[config.mk]
export PLATFORM = sky130hd
export DESIGN_NAME = iso8601_utc_timestamp_to_epoch_flat
export DESIGN_NICKNAME = d
export VERILOG_FILES = /design/src/sv/iso_ep_pkg.sv /design/src/sv/iso_ep_if.sv /design/src/sv/iso_ep_parse.sv /design/src/sv/iso_ep_calc.sv /design/src/sv/iso8601_utc_timestamp_to_epoch.sv /design/src/flat_wrapper.sv
export SDC_FILE = /design/constraint.sdc
export NUM_CORES = 2
export LEC_CHECK = 0
export ABC_AREA = 1
export BUFFER_PORTS_ARGS = -buffer_cell sky130_fd_sc_hd__buf_2
export CORE_MARGIN = 2
export CORE_UTILIZATION = 50
export DETAILED_ROUTE_END_ITERATION = 8
export GPL_TIMING_DRIVEN = 0
export PLACE_DENSITY = 0.71
export SKIP_LAST_GASP = 1
export SLEW_MARGIN = 20
export SYNTH_ARGS = -nofsm -noshare
export SYNTH_HDL_FRONTEND = slang
export SYNTH_SLANG_ARGS = --single-unit
[constraint.sdc]
create_clock -name clock -period 13.1 [get_ports clock]
set_input_delay 0.655 -clock clock [delete_from_list [all_inputs] [get_ports clock]]
set_output_delay 0.655 -clock clock [all_outputs]
set_load 0.005 [all_outputs]
[src/sv/iso_ep_pkg.sv]
// ----------------------------------------------------------------------------
// iso_ep_pkg
// Shared types, character codes, status codes and calendar helpers for the
// ISO 8601 UTC timestamp to Unix seconds converter.
// ----------------------------------------------------------------------------
package iso_ep_pkg;

   // Result status codes.
   localparam logic [2:0] ST_OK       = 3'd0;
   localparam logic [2:0] ST_FORMAT   = 3'd1;
   localparam logic [2:0] ST_FRACTION = 3'd2;
   localparam logic [2:0] ST_TIMEZONE = 3'd3;
   localparam logic [2:0] ST_DIGIT    = 3'd4;
   localparam logic [2:0] ST_RANGE    = 3'd5;

   // Bit positions in the sticky error flag vector.
   localparam int FLAG_FORMAT   = 0;
   localparam int FLAG_FRACTION = 1;
   localparam int FLAG_TIMEZONE = 2;
   localparam int FLAG_DIGIT    = 3;

   // ASCII codes that the parser looks for.
   localparam logic [7:0] CH_DASH  = 8'h2D;
   localparam logic [7:0] CH_DOT   = 8'h2E;
   localparam logic [7:0] CH_ZERO  = 8'h30;
   localparam logic [7:0] CH_NINE  = 8'h39;
   localparam logic [7:0] CH_COLON = 8'h3A;
   localparam logic [7:0] CH_T     = 8'h54;
   localparam logic [7:0] CH_Z     = 8'h5A;

   // Fields captured when the final character of a timestamp is taken.
   typedef struct packed {
      logic [13:0] year;
      logic [6:0]  month;
      logic [6:0]  day;
      logic [6:0]  hour;
      logic [6:0]  minute;
      logic [6:0]  second;
      logic [2:0]  status;
   } fields_type;

   // Days in a month of a common year; month is 1..12.
   function automatic logic [4:0] month_length(input logic [3:0] month);
      logic [4:0] len;
      case (month)
         4'd2: begin
            len = 5'd28;
         end
         4'd4, 4'd6, 4'd9, 4'd11: begin
            len = 5'd30;
         end
         default: begin
            len = 5'd31;
         end
      endcase
      return len;
   endfunction

   // Days before the first of the month in a year that starts on March 1.
   function automatic logic [8:0] month_offset(input logic [3:0] month);
      logic [8:0] ofs;
      case (month)
         4'd3: begin
            ofs = 9'd0;
         end
         4'd4: begin
            ofs = 9'd31;
         end
         4'd5: begin
            ofs = 9'd61;
         end
         4'd6: begin
            ofs = 9'd92;
         end
         4'd7: begin
            ofs = 9'd122;
         end
         4'd8: begin
            ofs = 9'd153;
         end
         4'd9: begin
            ofs = 9'd184;
         end
         4'd10: begin
            ofs = 9'd214;
         end
         4'd11: begin
            ofs = 9'd245;
         end
         4'd12: begin
            ofs = 9'd275;
         end
         4'd1: begin
            ofs = 9'd306;
         end
         4'd2: begin
            ofs = 9'd337;
         end
         default: begin
            ofs = 9'd0;
         end
      endcase
      return ofs;
   endfunction

endpackage

[src/sv/iso_ep_if.sv]
// ----------------------------------------------------------------------------
// iso_ep_if
// Valid/ready channels for the timestamp characters and the converted results.
// ----------------------------------------------------------------------------
interface iso_ep_req_if;
   logic       valid;
   logic       ready;
   logic [7:0] char_code;
   logic       is_last;

   modport source (output valid, output char_code, output is_last, input ready);
   modport sink   (input valid, input char_code, input is_last, output ready);
endinterface

interface iso_ep_rsp_if;
   logic               valid;
   logic               ready;
   logic [2:0]         status;
   logic signed [38:0] unix_time;

   modport source (output valid, output status, output unix_time, input ready);
   modport sink   (input valid, input status, input unix_time, output ready);
endinterface

[src/sv/iso_ep_parse.sv]
// ----------------------------------------------------------------------------
// iso_ep_parse
// Character parser: checks separators, digits, fraction and suffix, and
// accumulates the decimal date and time fields one character at a time.
// ----------------------------------------------------------------------------
module iso_ep_parse (
   input  logic                   clock,
   input  logic                   reset,
   input  logic                   accept,
   input  logic [7:0]             char_code,
   input  logic                   is_last,
   output logic                   done,
   output iso_ep_pkg::fields_type fields
);

   logic [5:0]  pos_ff,    pos_in;
   logic [13:0] year_ff,   year_in;
   logic [6:0]  month_ff,  month_in;
   logic [6:0]  day_ff,    day_in;
   logic [6:0]  hour_ff,   hour_in;
   logic [6:0]  minute_ff, minute_in;
   logic [6:0]  second_ff, second_in;
   logic [3:0]  flags_ff,  flags_in;
   logic        frac_ff,   frac_in;

   logic        dig;
   logic [3:0]  dv;
   logic [2:0]  status;

   always_comb begin
      dig       = (char_code >= iso_ep_pkg::CH_ZERO) && (char_code <= iso_ep_pkg::CH_NINE);
      dv        = char_code[3:0];
      year_in   = year_ff;
      month_in  = month_ff;
      day_in    = day_ff;
      hour_in   = hour_ff;
      minute_in = minute_ff;
      second_in = second_ff;
      flags_in  = flags_ff;
      frac_in   = frac_ff;

      if (pos_ff < 6'd19) begin
         if (pos_ff == 6'd4 || pos_ff == 6'd7) begin
            if (char_code != iso_ep_pkg::CH_DASH) begin
               flags_in[iso_ep_pkg::FLAG_FORMAT] = 1'b1;
            end
         end else if (pos_ff == 6'd10) begin
            if (char_code != iso_ep_pkg::CH_T) begin
               flags_in[iso_ep_pkg::FLAG_FORMAT] = 1'b1;
            end
         end else if (pos_ff == 6'd13 || pos_ff == 6'd16) begin
            if (char_code != iso_ep_pkg::CH_COLON) begin
               flags_in[iso_ep_pkg::FLAG_FORMAT] = 1'b1;
            end
         end else if (!dig) begin
            flags_in[iso_ep_pkg::FLAG_DIGIT] = 1'b1;
         end else if (pos_ff < 6'd4) begin
            year_in = 14'({year_ff, 3'b000}) + 14'({year_ff, 1'b0}) + 14'(dv);
         end else if (pos_ff < 6'd7) begin
            month_in = 7'({month_ff, 3'b000}) + 7'({month_ff, 1'b0}) + 7'(dv);
         end else if (pos_ff < 6'd10) begin
            day_in = 7'({day_ff, 3'b000}) + 7'({day_ff, 1'b0}) + 7'(dv);
         end else if (pos_ff < 6'd13) begin
            hour_in = 7'({hour_ff, 3'b000}) + 7'({hour_ff, 1'b0}) + 7'(dv);
         end else if (pos_ff < 6'd16) begin
            minute_in = 7'({minute_ff, 3'b000}) + 7'({minute_ff, 1'b0}) + 7'(dv);
         end else begin
            second_in = 7'({second_ff, 3'b000}) + 7'({second_ff, 1'b0}) + 7'(dv);
         end
      end else if (pos_ff == 6'd19) begin
         if (char_code == iso_ep_pkg::CH_DOT) begin
            frac_in = 1'b1;
         end else if (char_code != iso_ep_pkg::CH_Z) begin
            flags_in[iso_ep_pkg::FLAG_TIMEZONE] = 1'b1;
         end
      end else if (frac_ff) begin
         if (!is_last && !dig) begin
            flags_in[iso_ep_pkg::FLAG_FRACTION] = 1'b1;
         end
      end else begin
         flags_in[iso_ep_pkg::FLAG_TIMEZONE] = 1'b1;
      end

      pos_in = (pos_ff == 6'd63) ? pos_ff : pos_ff + 6'd1;

      // Errors that the character stream alone decides, in rank order.
      if (pos_ff < 6'd19 || flags_in[iso_ep_pkg::FLAG_FORMAT]) begin
         status = iso_ep_pkg::ST_FORMAT;
      end else if (frac_in && (char_code != iso_ep_pkg::CH_Z || pos_ff == 6'd20 ||
                               flags_in[iso_ep_pkg::FLAG_FRACTION])) begin
         status = iso_ep_pkg::ST_FRACTION;
      end else if (!frac_in && flags_in[iso_ep_pkg::FLAG_TIMEZONE]) begin
         status = iso_ep_pkg::ST_TIMEZONE;
      end else if (flags_in[iso_ep_pkg::FLAG_DIGIT]) begin
         status = iso_ep_pkg::ST_DIGIT;
      end else begin
         status = iso_ep_pkg::ST_OK;
      end
   end

   always_ff @(posedge clock) begin
      if (reset || (accept && is_last)) begin
         pos_ff    <= '0;
         year_ff   <= '0;
         month_ff  <= '0;
         day_ff    <= '0;
         hour_ff   <= '0;
         minute_ff <= '0;
         second_ff <= '0;
         flags_ff  <= '0;
         frac_ff   <= 1'b0;
      end else if (accept) begin
         pos_ff    <= pos_in;
         year_ff   <= year_in;
         month_ff  <= month_in;
         day_ff    <= day_in;
         hour_ff   <= hour_in;
         minute_ff <= minute_in;
         second_ff <= second_in;
         flags_ff  <= flags_in;
         frac_ff   <= frac_in;
      end
   end

   assign done          = accept && is_last;
   assign fields.year   = year_in;
   assign fields.month  = month_in;
   assign fields.day    = day_in;
   assign fields.hour   = hour_in;
   assign fields.minute = minute_in;
   assign fields.second = second_in;
   assign fields.status = status;

endmodule

[src/sv/iso_ep_calc.sv]
// ----------------------------------------------------------------------------
// iso_ep_calc
// Range checks and days-from-civil arithmetic, five register stages that all
// advance together; the last stage is the result register.
// ----------------------------------------------------------------------------
module iso_ep_calc (
   input  logic                   clock,
   input  logic                   reset,
   input  logic                   advance,
   input  logic                   load,
   input  iso_ep_pkg::fields_type fields,
   output logic                   result_valid,
   output logic [2:0]             result_status,
   output logic signed [38:0]     result_seconds
);

   // Reciprocals for exact division of values below 2^15 by 400 and by 25.
   localparam logic [15:0] RECIP_400 = 16'd41944;
   localparam int          SHIFT_400 = 24;
   localparam logic [15:0] RECIP_25  = 16'd41944;
   localparam int          SHIFT_25  = 20;

   // Stage 1: captured fields.
   logic                   v1_ff;
   iso_ep_pkg::fields_type f1_ff;

   // Stage 2: quotients and partial sums.
   logic        v2_ff;
   logic [2:0]  st2_ff;
   logic [14:0] yp2_ff;
   logic [5:0]  q400_2_ff;
   logic [9:0]  q25_2_ff;
   logic [13:0] y2_ff;
   logic [6:0]  m2_ff;
   logic [6:0]  d2_ff;
   logic        hms_bad2_ff;
   logic [8:0]  doy2_ff;
   logic [16:0] hms2_ff;

   // Stage 3: final status, day of era and the shifted era quotient.
   logic        v3_ff;
   logic [2:0]  st3_ff;
   logic [17:0] doe3_ff;
   logic [5:0]  q400_3_ff;
   logic [16:0] hms3_ff;

   // Stage 4: days since the epoch.
   logic               v4_ff;
   logic [2:0]         st4_ff;
   logic signed [24:0] days4_ff;
   logic [16:0]        hms4_ff;

   // Stage 5: result register.
   logic               v5_ff;
   logic [2:0]         st5_ff;
   logic signed [38:0] secs5_ff;

   // Stage 2 logic.
   logic [14:0] yp_in;
   logic [30:0] prod400;
   logic [29:0] prod25;
   logic [3:0]  mp_month;
   logic [8:0]  doy_in;
   logic [16:0] hms_in;
   logic        hms_bad_in;

   always_comb begin
      yp_in      = 15'(f1_ff.year) + 15'd400 - ((f1_ff.month <= 7'd2) ? 15'd1 : 15'd0);
      prod400    = 31'(yp_in) * 31'(RECIP_400);
      prod25     = 30'(f1_ff.year) * 30'(RECIP_25);
      mp_month   = f1_ff.month[3:0];
      doy_in     = iso_ep_pkg::month_offset(mp_month) + 9'(f1_ff.day) - 9'd1;
      hms_in     = 17'(17'(f1_ff.hour) * 17'd3600) + 17'(17'(f1_ff.minute) * 17'd60) +
                   17'(f1_ff.second);
      hms_bad_in = (f1_ff.hour > 7'd23) || (f1_ff.minute > 7'd59) || (f1_ff.second > 7'd59);
   end

   // Stage 3 logic.
   logic [14:0] yoe_full;
   logic [8:0]  yoe;
   logic [1:0]  yoe_cent;
   logic [17:0] doe_in;
   logic        div25;
   logic        leap;
   logic [5:0]  mdays;
   logic [2:0]  st3_in;

   always_comb begin
      yoe_full = yp2_ff - 15'(15'(q400_2_ff) * 15'd400);
      yoe      = yoe_full[8:0];
      yoe_cent = 2'(yoe >= 9'd100) + 2'(yoe >= 9'd200) + 2'(yoe >= 9'd300);
      doe_in   = 18'(18'(yoe) * 18'd365) + 18'(yoe[8:2]) - 18'(yoe_cent) + 18'(doy2_ff);
      div25    = (14'(14'(q25_2_ff) * 14'd25) == y2_ff);
      // Divisible by 4, and either not by 100 or also by 400 (by 16 and by 25).
      leap     = (y2_ff[1:0] == 2'b00) && (!div25 || (y2_ff[3:0] == 4'b0000));
      mdays    = 6'(iso_ep_pkg::month_length(m2_ff[3:0])) +
                 (((m2_ff == 7'd2) && leap) ? 6'd1 : 6'd0);
      if (st2_ff != iso_ep_pkg::ST_OK) begin
         st3_in = st2_ff;
      end else if (m2_ff == 7'd0 || m2_ff > 7'd12 || d2_ff == 7'd0) begin
         st3_in = iso_ep_pkg::ST_RANGE;
      end else if (d2_ff > 7'(mdays) || hms_bad2_ff) begin
         st3_in = iso_ep_pkg::ST_RANGE;
      end else begin
         st3_in = iso_ep_pkg::ST_OK;
      end
   end

   // Stage 4 logic: the year was shifted up by one era, so era is quotient minus one.
   logic signed [6:0]  era;
   logic signed [24:0] days_in;

   always_comb begin
      era     = $signed({1'b0, q400_3_ff}) - 7'sd1;
      days_in = 25'(era) * 25'sd146097 + $signed({7'b0, doe3_ff}) - 25'sd719468;
   end

   // Stage 5 logic.
   logic signed [42:0] secs_in;

   always_comb begin
      secs_in = 43'(days4_ff) * 43'sd86400 + $signed({26'b0, hms4_ff});
   end

   always_ff @(posedge clock) begin
      if (reset) begin
         v1_ff <= 1'b0;
         v2_ff <= 1'b0;
         v3_ff <= 1'b0;
         v4_ff <= 1'b0;
         v5_ff <= 1'b0;
      end else if (advance) begin
         v1_ff <= load;
         v2_ff <= v1_ff;
         v3_ff <= v2_ff;
         v4_ff <= v3_ff;
         v5_ff <= v4_ff;
      end
   end

   always_ff @(posedge clock) begin
      if (advance) begin
         f1_ff       <= fields;

         st2_ff      <= f1_ff.status;
         yp2_ff      <= yp_in;
         q400_2_ff   <= prod400[SHIFT_400 +: 6];
         q25_2_ff    <= prod25[SHIFT_25 +: 10];
         y2_ff       <= f1_ff.year;
         m2_ff       <= f1_ff.month;
         d2_ff       <= f1_ff.day;
         hms_bad2_ff <= hms_bad_in;
         doy2_ff     <= doy_in;
         hms2_ff     <= hms_in;

         st3_ff      <= st3_in;
         doe3_ff     <= doe_in;
         q400_3_ff   <= q400_2_ff;
         hms3_ff     <= hms2_ff;

         st4_ff      <= st3_ff;
         days4_ff    <= days_in;
         hms4_ff     <= hms3_ff;

         st5_ff      <= st4_ff;
         secs5_ff    <= (st4_ff == iso_ep_pkg::ST_OK) ? secs_in[38:0] : 39'sd0;
      end
   end

   assign result_valid   = v5_ff;
   assign result_status  = st5_ff;
   assign result_seconds = secs5_ff;

endmodule

[src/sv/iso8601_utc_timestamp_to_epoch.sv]
// ----------------------------------------------------------------------------
// iso8601_utc_timestamp_to_epoch
// Converts an ISO 8601 UTC timestamp, one character per transaction, into
// Unix seconds or an error status.
// ----------------------------------------------------------------------------
// Throughput: one character per cycle while the result side takes results.
// The first of the five calendar stages captures the fields at the edge that
// accepts the final character; rsp valid rises when the result reaches the last stage.
// The whole pipeline stalls only while an unaccepted result is held.
// Reset clears the parser state and all pipeline valid bits.
module iso8601_utc_timestamp_to_epoch (
   input  logic         clock,
   input  logic         reset,
   iso_ep_req_if.sink   req_ch,
   iso_ep_rsp_if.source rsp_ch
);

   logic                   advance;
   logic                   accept;
   logic                   done;
   iso_ep_pkg::fields_type fields;

   // Every stage moves when the result register is empty or being drained.
   assign advance      = !rsp_ch.valid || rsp_ch.ready;
   assign req_ch.ready = advance;
   assign accept       = req_ch.valid && advance;

   iso_ep_parse u_parse (
      .clock     (clock),
      .reset     (reset),
      .accept    (accept),
      .char_code (req_ch.char_code),
      .is_last   (req_ch.is_last),
      .done      (done),
      .fields    (fields)
   );

   iso_ep_calc u_calc (
      .clock          (clock),
      .reset          (reset),
      .advance        (advance),
      .load           (done),
      .fields         (fields),
      .result_valid   (rsp_ch.valid),
      .result_status  (rsp_ch.status),
      .result_seconds (rsp_ch.unix_time)
   );

endmodule
[src/flat_wrapper.sv]
// flat-port wrapper written by rule: the top's interface ports become plain ports
module iso8601_utc_timestamp_to_epoch_flat 
  (clock, reset, req_ch_valid, req_ch_char_code, req_ch_is_last, req_ch_ready, rsp_ch_valid, rsp_ch_status, rsp_ch_unix_time, rsp_ch_ready);
  iso_ep_req_if req_ch_i ();
  iso_ep_rsp_if rsp_ch_i ();
  input  logic clock;
  input  logic reset;
  input wire logic [$bits(req_ch_i.valid)-1:0] req_ch_valid;
  input wire logic [$bits(req_ch_i.char_code)-1:0] req_ch_char_code;
  input wire logic [$bits(req_ch_i.is_last)-1:0] req_ch_is_last;
  output wire logic [$bits(req_ch_i.ready)-1:0] req_ch_ready;
  output wire logic [$bits(rsp_ch_i.valid)-1:0] rsp_ch_valid;
  output wire logic [$bits(rsp_ch_i.status)-1:0] rsp_ch_status;
  output wire logic [$bits(rsp_ch_i.unix_time)-1:0] rsp_ch_unix_time;
  input wire logic [$bits(rsp_ch_i.ready)-1:0] rsp_ch_ready;
  assign req_ch_i.valid = req_ch_valid;
  assign req_ch_i.char_code = req_ch_char_code;
  assign req_ch_i.is_last = req_ch_is_last;
  assign req_ch_ready = req_ch_i.ready;
  assign rsp_ch_valid = rsp_ch_i.valid;
  assign rsp_ch_status = rsp_ch_i.status;
  assign rsp_ch_unix_time = rsp_ch_i.unix_time;
  assign rsp_ch_i.ready = rsp_ch_ready;
  iso8601_utc_timestamp_to_epoch u_core (.clock(clock), .reset(reset), .req_ch(req_ch_i), .rsp_ch(rsp_ch_i));
endmodule
==> flow_metrics.tcl <==
set metrics [dict create \
    first_iter_violations 1330 \
    worstPathArrival_ns 8.26 \
    antenna_cells 0 \
    chipHeight_um 275 \
    coreArea_um2 73000 \
    cts_hold_buf 0 \
    wl_per_cell_um 14.5 \
    initial_core_util_pct 50.5 \
    hold_path.class "in2reg" \
    die_w_um 275 \
    final-seq-area_um2 9470 \
    layout_common_cells "inv_1 (937), ha_1 (677), nand2_1 (527)" \
    cts.path.max_buffers 3 \
    dp_hpwl_mm 61.6 \
    async_reset_ff_share_pct 0 \
    crit_end "u_core.u_calc.q400_2_ff[5]$_DFFE_PN_" \
    htree_levels 2 \
    antenna_found_initial 1 \
    cts_tree "yes" \
    cts-resized-gates 0 \
    nets 5130 \
    fmax_mhz 125 \
    path_depth 33 \
    ant_nets 0 \
    setup_violations 0 \
    crit_required_ns 13.39 \
    grt_util_all_layers_pct 20.2 \
    grt_pass1_wl_mm 126 \
    synth_edf_count 266 \
    cts-root-buf "clkbuf_16" \
    numCtsBuffers 41 \
    placementRows 99 \
    vias 25900 \
    drt-pass1-iter-count 6 \
    period_share_pct 60.8 \
    totalWireLength_mm 73.9 \
    fin_skew_ns 0.0653 \
    grt_overflow 0 \
    cp-startpoint "u_core.u_calc.f1_ff[33]$_DFFE_PN_" \
    yosysUniqueCellTypes 60 \
    holdPathStages 2 \
    insertion_delay_ns 0.59 \
    path_max_fanout 5 \
    crit_path_end_kind "flop" \
    grt_max_degree 102 \
    ys_warn_count 0 \
    drc 0 \
    synth_seq_area_share_pct 25.7 \
    worst_path_max_delay_cell "xor2_1" \
    slew_headroom_pct 31.4 \
    cap_violations 0 \
    rr_worst_depth 33 \
    synth_area_um2 36800 \
    routabilityCongestion 0.913 \
    syn_nets 5028 \
    die_area_um2 75900 \
    area_growth_pct 8.06 \
    regToRegEndpoint "u_core.u_calc.q400_2_ff[5]$_DFFE_PN_" \
    syn_inst 4019 \
    tightest_slew_ns 1.02 \
    viasPerCell 5.06 \
    synthFlopType "edfxtp_1" \
    path_buf_inv 6 \
    path_common_cell "inv_1" \
    tns_ns 0 \
    cts.sinks 340 \
    ys_ff_latch 340 \
    layout_commonest_cell "inv_1" \
    outcome "finished clean" \
    rsz0062_at_grt "no" \
    cts.clk_slew.worst_paths_ns 0.06 \
    hold_violations 0 \
    final.min_clock_period_ns 7.97 \
    grt_pass1_vias 26300 \
    io_pins 57 \
    crit_type "reg2reg" \
    multi_input_area_um2 23700 \
    layout-drive-gt1-share_pct 4.72 \
    slew_violations 0 \
    n_fill_cell 6418 \
    start_kind "flop" \
    crit_family "adder cells" \
    cts_setup_buffers 0 \
    cpPeakStageDelay_ns 0.57 \
    regToRegSetupSlack_ns 5.13 \
    syn_area_per_cell_um2 9.17 \
    portBuffers 56 \
    rr_startpoint "u_core.u_calc.f1_ff[33]$_DFFE_PN_" \
]
-- final cells by class --
class	instances	area share, %
inverter	947	8.94
tap	959	3.01
timing repair buffer	59	0.912
sequential	340	23.8
clock buffer	55	2.78
clock inverter	18	0.707
buffer	24	0.280
multi-input combinational	2708	59.6
-- cells in the mapped netlist (all sizes together), types with 2 or more instances --
master / instances / share of area [%]
xnor2: 72 / 1.7
dfxtp: 74 / 4.0
o221ai: 2 / 0.048
fa: 319 / 17
nand3b: 4 / 0.082
edfxtp: 266 / 22
o21ai: 182 / 2.7
a21o: 7 / 0.14
o211ai: 9 / 0.18
inv: 945 / 9.6
o21a: 9 / 0.18
or2: 10 / 0.17
a21oi: 248 / 3.4
a21boi: 4 / 0.082
buf: 7 / 0.11
and2: 3 / 0.051
ha: 677 / 23
nor3: 46 / 0.72
mux2: 3 / 0.092
nor4: 13 / 0.22
xor2: 109 / 2.6
o21bai: 15 / 0.32
clkinv: 2 / 0.020
o2111ai: 6 / 0.14
clkbuf: 17 / 0.17
a31oi: 12 / 0.20
o31ai: 6 / 0.12
a311oi: 2 / 0.048
nand4: 33 / 0.56
a211oi: 4 / 0.082
nor2: 219 / 2.4
nand3: 145 / 2.0
a221oi: 2 / 0.048
nand2: 539 / 5.6
-- worst reg2reg max path, delay by kind of cell, from the launching register on --
family | cells | cell delay [ns]
fa+ha+maj | 9 | 3.58
buf+inv | 6 | 0.39
xor+xnor | 1 | 0.57
simple gates | 8 | 1.04
compound gates | 9 | 1.72
flops | 1 | 0.38
-- flip-flops by register name (all words and copies together), names as in the netlist, 9 cells and up, named ones only --
| register | count |
|---|---|
| u_core.u_calc.f1_ff | 52 |
| u_core.u_parse.year_ff | 14 |
| u_core.u_calc.days4_ff | 25 |
| u_core.u_calc.hms2_ff | 17 |
| u_core.u_calc.hms3_ff | 17 |
| u_core.u_calc.hms4_ff | 17 |
| u_core.u_calc.doe3_ff | 18 |
| u_core.u_calc.y2_ff | 14 |
| u_core.u_calc.yp2_ff | 9 |
| u_core.u_calc.doy2_ff | 9 |
| u_core.u_calc.q25_2_ff | 10 |
| u_core.u_calc.result_seconds | 39 |
-- cells by family after synthesis --
family | share of synthesized area (%)
and+or+nand+nor | 11.8
adders and majority gates | 40.3
buffers and inverters | 9.94
AOI/OAI and AO/OA | 7.76
DFF | 25.7
xor gates and xnor gates | 4.30
muxes | 0.119
-- routing by layer --
| layer | track usage, % | vias to the layer above | wire length [µm] |
|---|---|---|---|
| met1 | 26.6 | 12100 | 33400 |
| met5 | 0 | - | 0 |
| met2 | 35.2 | 397 | 36000 |
| li1 | - | 13200 | - |
| met4 | 6.17 | 0 | 2080 |
| met3 | 1.94 | 115 | 2330 |
-- how the worst min path moves through the flow --
stage,startpoint,to
2_1_floorplan,u_core.u_calc.f1_ff[3]$_DFFE_PN_,u_core.u_calc.hms2_ff[0]$_DFFE_PN_
3_3_place_gp,u_core.u_calc.hms2_ff[7]$_DFFE_PN_,u_core.u_calc.hms3_ff[7]$_DFFE_PN_
3_5_place_dp,u_core.u_calc.hms2_ff[0]$_DFFE_PN_,u_core.u_calc.hms3_ff[0]$_DFFE_PN_
4_1_cts,reset,u_core.u_calc.v1_ff$_SDFFE_PP0N_
5_1_grt,reset,u_core.u_calc.v1_ff$_SDFFE_PP0N_
6_report,reset,u_core.u_calc.result_valid$_SDFFE_PP0N_
-- through the flow --
step	utilization, %	instances	area, µm²	hold WS (ns)	setup slack, ns
2_1_floorplan	-	4019	36800	0.400	6.33
3_3_place_gp	52.5	5034	38300	0.401	5.26
3_5_place_dp	52.6	5037	38400	0.405	5.25
4_1_cts	54.6	5110	39800	0.232	5.11
5_1_grt	54.6	5110	39800	0.256	4.63
6_report	54.6	5110	39800	0.266	5.13
Power is left out: the tool's default activity adds up to more than one toggle a clock period on the data nets, which glitch-free logic cannot reach.
